===== config.mk =====
export PLATFORM = sky130hd
export DESIGN_NAME = homing_and_spring_damper_current
export DESIGN_NICKNAME = d
export VERILOG_FILES = /design/src/rtl/hsdc_pkg.sv /design/src/rtl/hsdc_regs.sv /design/src/rtl/hsdc_ctrl.sv /design/src/rtl/hsdc_datapath.sv /design/src/rtl/homing_and_spring_damper_current.sv
export SDC_FILE = /design/constraint.sdc
export NUM_CORES = 2
export LEC_CHECK = 0
export BUFFER_PORTS_ARGS = -buffer_cell sky130_fd_sc_hd__buf_2
export CAP_MARGIN = 10
export CORE_ASPECT_RATIO = 1.25
export CORE_MARGIN = 2
export CORE_UTILIZATION = 60
export DETAILED_ROUTE_END_ITERATION = 8
export PLACE_DENSITY = 0.77
export SLEW_MARGIN = 30
export SYNTH_ARGS = -nofsm -noshare
export SYNTH_HDL_FRONTEND = slang
export SYNTH_SLANG_ARGS = --single-unit

===== constraint.sdc =====
create_clock -name clock -period 13.2 [get_ports clock]
set_input_delay 0.66 -clock clock [delete_from_list [all_inputs] [get_ports clock]]
set_output_delay 0.66 -clock clock [all_outputs]
set_load 0.01 [all_outputs]

===== src/rtl/hsdc_pkg.sv =====
package hsdc_pkg;

   localparam int unsigned CSR_INDEX_W = 8;
   localparam int unsigned CSR_DATA_W  = 32;
   localparam int unsigned CUR_W       = 19;
   localparam int unsigned GAIN_W      = 16;
   localparam int unsigned VEL_THR_W   = 23;
   localparam int unsigned TIME_W      = 16;
   localparam int unsigned WORD_W      = 32;
   localparam int unsigned DRIVE_W     = 20;
   localparam int unsigned PROD_W      = 64;
   localparam int unsigned SQ_W        = 48;
   localparam int unsigned ACC_W       = 50;

   localparam logic [CSR_INDEX_W-1:0] REG_HOMING_CURRENT  = 8'd0;
   localparam logic [CSR_INDEX_W-1:0] REG_REST_CURRENT    = 8'd1;
   localparam logic [CSR_INDEX_W-1:0] REG_SPRING_GAIN     = 8'd2;
   localparam logic [CSR_INDEX_W-1:0] REG_QUAD_GAIN       = 8'd3;
   localparam logic [CSR_INDEX_W-1:0] REG_DAMPING_GAIN    = 8'd4;
   localparam logic [CSR_INDEX_W-1:0] REG_CURRENT_LIMIT   = 8'd5;
   localparam logic [CSR_INDEX_W-1:0] REG_STALL_VELOCITY  = 8'd6;
   localparam logic [CSR_INDEX_W-1:0] REG_STALL_HOLD_MS   = 8'd7;

   typedef struct packed {
      logic [CUR_W-1:0]     homing_current;
      logic [CUR_W-1:0]     rest_current;
      logic [GAIN_W-1:0]    spring_gain;
      logic [GAIN_W-1:0]    quad_gain;
      logic [GAIN_W-1:0]    damping_gain;
      logic [CUR_W-1:0]     current_limit;
      logic [VEL_THR_W-1:0] stall_velocity;
      logic [TIME_W-1:0]    stall_hold_ms;
   } cfg_type;

   localparam cfg_type CFG_RESET = '{
      homing_current:  19'd114688,
      rest_current:    19'd32768,
      spring_gain:     16'd7864,
      quad_gain:       16'd524,
      damping_gain:    16'd5243,
      current_limit:   19'd249037,
      stall_velocity:  23'd163840,
      stall_hold_ms:   16'd250
   };

   typedef enum logic [3:0] {
      OP_NONE,
      OP_LOAD,
      OP_HOME,
      OP_SQ,
      OP_SPRING,
      OP_QLO,
      OP_QHI,
      OP_DAMP,
      OP_ADD,
      OP_CLAMP,
      OP_EMIT
   } op_type;

   typedef enum logic [3:0] {
      ST_IDLE,
      ST_HOME,
      ST_SQ,
      ST_SPRING,
      ST_QLO,
      ST_QHI,
      ST_DAMP,
      ST_ADD,
      ST_CLAMP,
      ST_EMIT
   } state_type;

   typedef struct packed {
      logic phase;
      logic disp_pos;
      logic out_free;
   } status_type;

endpackage


===== src/rtl/hsdc_regs.sv =====
module hsdc_regs
   import hsdc_pkg::*;
(
   input  logic                   clock,
   input  logic                   reset,
   input  logic                   csr_valid,
   output logic                   csr_ready,
   input  logic [CSR_INDEX_W-1:0] csr_index,
   input  logic [CSR_DATA_W-1:0]  csr_data,
   output cfg_type                cfg
);

   cfg_type cfg_ff;
   cfg_type cfg_in;

   assign csr_ready = 1'b1;
   assign cfg       = cfg_ff;

   always_comb begin
      cfg_in = cfg_ff;
      if (csr_valid) begin
         unique case (csr_index)
            REG_HOMING_CURRENT:  cfg_in.homing_current  = csr_data[CUR_W-1:0];
            REG_REST_CURRENT:    cfg_in.rest_current    = csr_data[CUR_W-1:0];
            REG_SPRING_GAIN:     cfg_in.spring_gain     = csr_data[GAIN_W-1:0];
            REG_QUAD_GAIN:       cfg_in.quad_gain       = csr_data[GAIN_W-1:0];
            REG_DAMPING_GAIN:    cfg_in.damping_gain    = csr_data[GAIN_W-1:0];
            REG_CURRENT_LIMIT:   cfg_in.current_limit   = csr_data[CUR_W-1:0];
            REG_STALL_VELOCITY:  cfg_in.stall_velocity  = csr_data[VEL_THR_W-1:0];
            REG_STALL_HOLD_MS:   cfg_in.stall_hold_ms   = csr_data[TIME_W-1:0];
            default:             cfg_in = cfg_ff;
         endcase
      end
   end

   always_ff @(posedge clock) begin
      if (reset) begin
         cfg_ff <= CFG_RESET;
      end else begin
         cfg_ff <= cfg_in;
      end
   end

endmodule


===== src/rtl/hsdc_ctrl.sv =====
module hsdc_ctrl
   import hsdc_pkg::*;
(
   input  logic       clock,
   input  logic       reset,
   input  logic       req_valid,
   output logic       req_ready,
   input  status_type status,
   output op_type     op
);

   state_type state_ff;
   state_type state_in;

   always_comb begin
      state_in = state_ff;
      unique case (state_ff)
         ST_IDLE:   if (req_valid) state_in = status.phase ? ST_SQ : ST_HOME;
         ST_HOME:   state_in = ST_EMIT;
         ST_SQ:     state_in = status.disp_pos ? ST_SPRING : ST_CLAMP;
         ST_SPRING: state_in = ST_QLO;
         ST_QLO:    state_in = ST_QHI;
         ST_QHI:    state_in = ST_DAMP;
         ST_DAMP:   state_in = ST_ADD;
         ST_ADD:    state_in = ST_CLAMP;
         ST_CLAMP:  state_in = ST_EMIT;
         ST_EMIT:   if (status.out_free) state_in = ST_IDLE;
         default:   state_in = ST_IDLE;
      endcase
   end

   always_comb begin
      req_ready = 1'b0;
      op        = OP_NONE;
      unique case (state_ff)
         ST_IDLE: begin
            req_ready = 1'b1;
            if (req_valid) op = OP_LOAD;
         end
         ST_HOME:   op = OP_HOME;
         ST_SQ:     op = OP_SQ;
         ST_SPRING: op = OP_SPRING;
         ST_QLO:    op = OP_QLO;
         ST_QHI:    op = OP_QHI;
         ST_DAMP:   op = OP_DAMP;
         ST_ADD:    op = OP_ADD;
         ST_CLAMP:  op = OP_CLAMP;
         ST_EMIT:   if (status.out_free) op = OP_EMIT;
         default:   op = OP_NONE;
      endcase
   end

   always_ff @(posedge clock) begin
      if (reset) begin
         state_ff <= ST_IDLE;
      end else begin
         state_ff <= state_in;
      end
   end

endmodule


===== src/rtl/hsdc_datapath.sv =====
module hsdc_datapath
   import hsdc_pkg::*;
(
   input  logic                      clock,
   input  logic                      reset,
   input  cfg_type                   cfg,
   input  op_type                    op,
   output status_type                status,
   input  logic signed [WORD_W-1:0]  req_shaft_angle,
   input  logic signed [WORD_W-1:0]  req_shaft_velocity,
   input  logic [WORD_W-1:0]         req_now_ms,
   output logic                      rsp_valid,
   input  logic                      rsp_ready,
   output logic signed [DRIVE_W-1:0] rsp_drive_current,
   output logic                      rsp_feedback_mode,
   output logic                      rsp_home_latched,
   output logic signed [WORD_W-1:0]  rsp_home_position
);

   logic [WORD_W-1:0]  angle_ff;
   logic [WORD_W-1:0]  vel_ff;
   logic [WORD_W-1:0]  now_ff;
   logic [WORD_W:0]    disp_ff;
   logic [PROD_W-1:0]  prod_ff;
   logic [SQ_W-1:0]    sq_ff;
   logic [ACC_W-1:0]   acc_ff;
   logic [DRIVE_W-1:0] drive_ff;
   logic               mode_ff;
   logic               latched_ff;
   logic               phase_ff;
   logic               running_ff;
   logic [WORD_W-1:0]  start_ff;
   logic [WORD_W-1:0]  home_ff;
   logic               rsp_valid_ff;
   logic [DRIVE_W-1:0] rsp_drive_ff;
   logic               rsp_mode_ff;
   logic               rsp_latched_ff;
   logic [WORD_W-1:0]  rsp_home_ff;

   logic [WORD_W-1:0]  mul_a;
   logic [WORD_W-1:0]  mul_b;
   logic               disp_pos;
   logic               vel_pos;
   logic [WORD_W-1:0]  vel_mag;
   logic               stalled;
   logic               timed_out;
   logic [CUR_W-1:0]   target;
   logic               out_free;

   assign disp_pos  = !disp_ff[WORD_W] && (|disp_ff[WORD_W-1:0]);
   assign vel_pos   = !vel_ff[WORD_W-1] && (|vel_ff[WORD_W-2:0]);
   assign vel_mag   = vel_ff[WORD_W-1] ? (WORD_W'(0) - vel_ff) : vel_ff;
   assign stalled   = vel_mag < WORD_W'(cfg.stall_velocity);
   assign timed_out = (now_ff - start_ff) >= WORD_W'(cfg.stall_hold_ms);
   assign target    = (acc_ff > ACC_W'(cfg.current_limit)) ? cfg.current_limit
                                                          : acc_ff[CUR_W-1:0];
   assign out_free  = !rsp_valid_ff || rsp_ready;

   assign status.phase    = phase_ff;
   assign status.disp_pos = disp_pos;
   assign status.out_free = out_free;

   always_comb begin
      mul_a = '0;
      mul_b = '0;
      unique case (op)
         OP_SQ: begin
            mul_a = disp_ff[WORD_W-1:0];
            mul_b = disp_ff[WORD_W-1:0];
         end
         OP_SPRING: begin
            mul_a = WORD_W'(cfg.spring_gain);
            mul_b = disp_ff[WORD_W-1:0];
         end
         OP_QLO: begin
            mul_a = WORD_W'(cfg.quad_gain);
            mul_b = sq_ff[WORD_W-1:0];
         end
         OP_QHI: begin
            mul_a = WORD_W'(cfg.quad_gain);
            mul_b = WORD_W'(sq_ff[SQ_W-1:WORD_W]);
         end
         OP_DAMP: begin
            mul_a = WORD_W'(cfg.damping_gain);
            mul_b = vel_pos ? vel_ff : '0;
         end
         default: begin
            mul_a = '0;
            mul_b = '0;
         end
      endcase
   end

   always_ff @(posedge clock) begin
      prod_ff <= PROD_W'(mul_a) * PROD_W'(mul_b);
      unique case (op)
         OP_LOAD: begin
            angle_ff <= req_shaft_angle;
            vel_ff   <= req_shaft_velocity;
            now_ff   <= req_now_ms;
            disp_ff  <= {req_shaft_angle[WORD_W-1], req_shaft_angle}
                        - {home_ff[WORD_W-1], home_ff};
            acc_ff   <= ACC_W'(cfg.rest_current);
         end
         OP_SPRING: sq_ff  <= prod_ff[PROD_W-1:16];
         OP_QLO:    acc_ff <= acc_ff + ACC_W'(prod_ff[PROD_W-1:16]);
         OP_QHI:    acc_ff <= acc_ff + ACC_W'(prod_ff[PROD_W-1:16]);
         OP_DAMP:   acc_ff <= acc_ff + ACC_W'({prod_ff[WORD_W-1:0], 16'b0});
         OP_ADD:    acc_ff <= acc_ff + ACC_W'(prod_ff[PROD_W-1:16]);
         OP_HOME: begin
            drive_ff   <= DRIVE_W'(0) - DRIVE_W'(cfg.homing_current);
            mode_ff    <= 1'b0;
            latched_ff <= !stalled ? 1'b0 : (running_ff && timed_out);
         end
         OP_CLAMP: begin
            drive_ff   <= DRIVE_W'(0) - DRIVE_W'(target);
            mode_ff    <= 1'b1;
            latched_ff <= 1'b0;
         end
         OP_EMIT: begin
            rsp_drive_ff   <= drive_ff;
            rsp_mode_ff    <= mode_ff;
            rsp_latched_ff <= latched_ff;
            rsp_home_ff    <= home_ff;
         end
         default: begin
         end
      endcase
   end

   always_ff @(posedge clock) begin
      if (reset) begin
         phase_ff     <= 1'b0;
         running_ff   <= 1'b0;
         start_ff     <= '0;
         home_ff      <= '0;
         rsp_valid_ff <= 1'b0;
      end else begin
         if (op == OP_HOME) begin
            if (stalled) begin
               if (!running_ff) begin
                  start_ff   <= now_ff;
                  running_ff <= 1'b1;
               end else if (timed_out) begin
                  home_ff  <= angle_ff;
                  phase_ff <= 1'b1;
               end
            end else begin
               running_ff <= 1'b0;
            end
         end
         if (op == OP_EMIT) begin
            rsp_valid_ff <= 1'b1;
         end else if (rsp_ready) begin
            rsp_valid_ff <= 1'b0;
         end
      end
   end

   assign rsp_valid         = rsp_valid_ff;
   assign rsp_drive_current = rsp_drive_ff;
   assign rsp_feedback_mode = rsp_mode_ff;
   assign rsp_home_latched  = rsp_latched_ff;
   assign rsp_home_position = rsp_home_ff;

endmodule


===== src/rtl/homing_and_spring_damper_current.sv =====
// In homing an accepted beat passes the HOME and EMIT states; in feedback it
// passes SQ, SPRING, QLO, QHI, DAMP, ADD, CLAMP and EMIT (shaft inside home:
// SQ, CLAMP, EMIT), using one shared 32x32 multiplier over five products. The
// next beat is taken once the result sits in the output register.
// Reset: synchronous, active high; registers return to defaults, phase to homing,
// stall timer and home angle to zero.
module homing_and_spring_damper_current
   import hsdc_pkg::*;
(
   input  logic                      clock,
   input  logic                      reset,
   input  logic                      req_valid,
   output logic                      req_ready,
   input  logic signed [WORD_W-1:0]  req_shaft_angle,
   input  logic signed [WORD_W-1:0]  req_shaft_velocity,
   input  logic [WORD_W-1:0]         req_now_ms,
   output logic                      rsp_valid,
   input  logic                      rsp_ready,
   output logic signed [DRIVE_W-1:0] rsp_drive_current,
   output logic                      rsp_feedback_mode,
   output logic                      rsp_home_latched,
   output logic signed [WORD_W-1:0]  rsp_home_position,
   input  logic                      csr_valid,
   output logic                      csr_ready,
   input  logic [CSR_INDEX_W-1:0]    csr_index,
   input  logic [CSR_DATA_W-1:0]     csr_data
);

   cfg_type    cfg;
   op_type     op;
   status_type status;

   hsdc_regs u_regs (
      .clock     (clock),
      .reset     (reset),
      .csr_valid (csr_valid),
      .csr_ready (csr_ready),
      .csr_index (csr_index),
      .csr_data  (csr_data),
      .cfg       (cfg)
   );

   hsdc_ctrl u_ctrl (
      .clock     (clock),
      .reset     (reset),
      .req_valid (req_valid),
      .req_ready (req_ready),
      .status    (status),
      .op        (op)
   );

   hsdc_datapath u_datapath (
      .clock              (clock),
      .reset              (reset),
      .cfg                (cfg),
      .op                 (op),
      .status             (status),
      .req_shaft_angle    (req_shaft_angle),
      .req_shaft_velocity (req_shaft_velocity),
      .req_now_ms         (req_now_ms),
      .rsp_valid          (rsp_valid),
      .rsp_ready          (rsp_ready),
      .rsp_drive_current  (rsp_drive_current),
      .rsp_feedback_mode  (rsp_feedback_mode),
      .rsp_home_latched   (rsp_home_latched),
      .rsp_home_position  (rsp_home_position)
   );

   assert property (@(posedge clock) disable iff (reset)
      rsp_valid |-> !(rsp_feedback_mode && rsp_home_latched))
      else $error("home latched on a feedback beat");

   assert property (@(posedge clock) disable iff (reset)
      rsp_valid |-> (rsp_drive_current[DRIVE_W-1] || rsp_drive_current == '0))
      else $error("drive current positive");

   assert property (@(posedge clock) disable iff (reset)
      (req_valid && req_ready) |=> !req_ready)
      else $error("second beat taken while busy");

endmodule


==> run summary <==
Status = finished clean
Resized Gates After CTS = 0
TNS Setup = 0 ps
Crit path time final = 12170 ps
Worst slew pin tran = 1138 ps
Crit path depth = 34
Uppermost layer routed = met5
Max-slew violations = 0
Drt drc = 0
CTS tree = yes
Initial Util = 60.37%
Max-cap violations = 0
Vias = 49730
Yosys Warn Count = 0
Met3 WL post-DR = 19160 um
Row count = 132
Clock sink count = 582
LEAKAGE = 0.03050 uW
RSZ-0062 raised after global routing = false
Mapped Cells = 6828
Port Buf Inserts = 187
Drt first pass iters = 6
Reg clk slew, reported paths = 80 ps
Post-CTS Hold Fix Bufs = 0
F_max = 82.19 MHz
Synth unique cells = 89
Drt total wl = 195800 um
Synth Area per Inst = 9.126 um^2
Reg2Reg Depth = 34
Vias in the first global route = 52040
Power density over the cells = 65.58 nW/um^2
Slew headroom = 23.94%
Synth Net Count = 8334
Routed length on met1 = 67240 um
Total gr overflow = 0
Storage cell area = 14680 um^2
WL per Instance = 23.69 um
Worst Hold Class = in -> reg
# fillers = 8327
Number of synthesized flops with an enable pin = 303
Crit path largest cell delay = 920 ps
Crit path buffers/inverters = 5
Final setup vio count = 0
I/O Pins = 198
Initial antenna violation count = 8
Die span in x = 292.2 um
Post-detailed-route count of antenna-violating nets = 0
Die H = 364.3 um
Multi-input gate area = 42320 um^2
Fin crit share = 92.17%
CP Max Fanout = 19
Worst Hold Depth = 1
Area Overhead vs Synth = 6.899%
Die Area = 106500 um^2
Iteration-0 DRC Markers = 4594
Share of cells above drive strength 1 = 6.778%
H-tree depth = 2
Ys flop type = edfxtp_1
Synthesized cell area = 62310 um^2
Seq/Total Area, Yosys = 23.56%
Routability Congestion = 1.048
Met2 WL = 90400 um
CORE AREA = 103200 um^2
Post-CTS Setup Bufs = 0
Fin nets = 8383
Worst endpoint required time = 13730 ps
Seq cells post-synth = 582
Crit Path Class = reg -> reg
Number of CTS-inserted buffers = 51
Worst vdd ir = 0.1165 mV
Fin Clk Skew = 40.39 ps
Final Hold Fails = 0
Crit start category = flip-flop
Crit path DAT = 12700 ps
GRT Total Usage = 37.31%
Top Family by Delay on Critical Path = adder cells
Total power = 4369 uW
Post-detail-place hpwl = 155000 um
Clk root buf = clkbuf_16
Clock buffer depth = 3
Slowest CP cell = and4_1
Top cell by count, worst path = fa_1
CP Capture Type = flip-flop
Via density = 6.017
Largest net degree at the start of global routing = 134
Asr flop ratio synth = 0%
First-pass GRT wire length = 298700 um
Worst skew pair latency = 640 ps
## worst paths after layout
path | slack, ps | from | endpoint
min reg2reg | 420 | u_datapath.drive_ff[15] | u_datapath.rsp_drive_current[15]
max reg2reg | 1030 | u_datapath.vel_ff[6] | u_datapath.prod_ff[63]
max | 1030 | u_datapath.vel_ff[6] | u_datapath.prod_ff[63]
min | 190 | req_now_ms[11] | u_datapath.now_ff[11]
## cells in the mapped netlist, types with 38 or more instances
cell type / count / area (um^2)
a21o_1: 117 / 878.3
xnor2_1: 140 / 1226
nand3b_1: 38 / 285.3
clkbuf_1: 274 / 1028
nand4_1: 53 / 331.6
nand2b_1: 44 / 275.3
ha_1: 465 / 5818
dfxtp_1: 279 / 5585
a21oi_1: 351 / 1757
mux2i_1: 96 / 960.9
xor2_1: 78 / 683.2
fa_1: 900 / 18020
nand2_1: 974 / 3656
nand3_1: 63 / 315.3
and2_1: 41 / 256.5
o21ai_0: 124 / 620.6
inv_1: 1110 / 4167
nor2_1: 789 / 2962
edfxtp_1: 303 / 9099
nor3_1: 40 / 200.2
## kinds of logic after synthesis
| kind of cell | after synthesis | synth area share [%] |
|---|---|---|
| XOR/XNOR | 218 | 3.064 |
| multiplexers | 96 | 1.542 |
| flip-flops | 582 | 23.56 |
| buffers and inverters | 1437 | 8.867 |
| other | 1 | 0.006018 |
| AND/OR/NAND/NOR | 2195 | 15.05 |
| AO/OA/AOI/OAI | 934 | 9.654 |
| adder cells (fa/ha/maj) | 1365 | 38.25 |
## report_power, final
part	switching, uW	internal, uW	leakage (uW)
Sequential	112	2040	0.00511
Combinational	379	227	0.0245
Clock	730	882	0.000892
Total	1220	3150	0.0305
## metrics by stage
| stage | util (%) | instance area (um^2) | instances | hold slack [ps] | setup WS [ps] |
|---|---|---|---|---|---|
| 2_1_floorplan | - | 62310 | 6828 | 400.3 | 3102 |
| 3_3_place_gp | 62.68 | 64700 | 8159 | 401.2 | 1517 |
| 3_5_place_dp | 62.73 | 64750 | 8163 | 407.7 | 1378 |
| 4_1_cts | 64.50 | 66580 | 8258 | 161.0 | 1283 |
| 5_1_grt | 64.52 | 66600 | 8260 | 183.1 | 548.1 |
| 6_report | 64.53 | 66610 | 8265 | 191.0 | 1033 |
## cell usage in the layout (no fill, tap or decap), types with 17 or more instances in the layout
master | Yosys | layout
a31oi_1 | 26 | 25
o211ai_1 | 27 | 27
nor4_1 | 28 | 27
o21bai_1 | 28 | 28
o21a_1 | 36 | 36
or3_1 | 19 | 19
edfxtp_1 | 303 | 303
clkbuf_16 | 0 | 55
nand3b_1 | 38 | 38
ha_1 | 465 | 465
nor3_1 | 40 | 38
nor2_1 | 789 | 784
buf_2 | 3 | 187
dfxtp_1 | 279 | 279
xor2_1 | 78 | 78
nor2b_1 | 35 | 35
a21oi_1 | 351 | 351
mux2i_1 | 96 | 96
a21o_1 | 117 | 117
fa_1 | 900 | 900
and4_1 | 19 | 18
nand4_1 | 53 | 53
buf_4 | 14 | 122
xnor2_1 | 140 | 140
o21ai_0 | 124 | 124
o31ai_1 | 17 | 17
a221o_1 | 20 | 19
nand2_1 | 974 | 972
and2_1 | 41 | 41
a22oi_1 | 19 | 19
inv_1 | 1110 | 1110
nand2b_1 | 44 | 43
a211oi_1 | 32 | 32
nand3_1 | 63 | 63
## area by class of cell
cell class                 instances  area share, %
clock buffer                      63          2.192
antenna                            6        0.02254
clock inverter                    32         0.5447
tap                             1340          2.517
sequential                       582          22.04
timing repair buffer             311          2.814
inverter                        1122          6.330
multi-input combinational       4809          63.54
## flip-flops by register name, summed over array words and instances (netlist names), 4 cells and up
register                      count
u_datapath.drive_ff              20
u_datapath.home_ff               32
u_datapath.acc_ff                50
u_ctrl.state_ff                   4
u_datapath.rsp_drive_current     20
u_datapath.start_ff              32
u_datapath.disp_ff               33
u_datapath.prod_ff               64
u_datapath.vel_ff                32
u_datapath.angle_ff              32
u_datapath.sq_ff                 48
u_regs.cfg                      144
u_datapath.rsp_home_position     32
u_datapath.now_ff                32
## per-layer routing
metal	vias up	global-route usage [%]
met3	817	8.210
met5	-	0
li1	21930	-
met4	6	29.77
met2	2638	60.91
met1	24340	42.64
No activity file was read; power rests on OpenSTA's default activity.
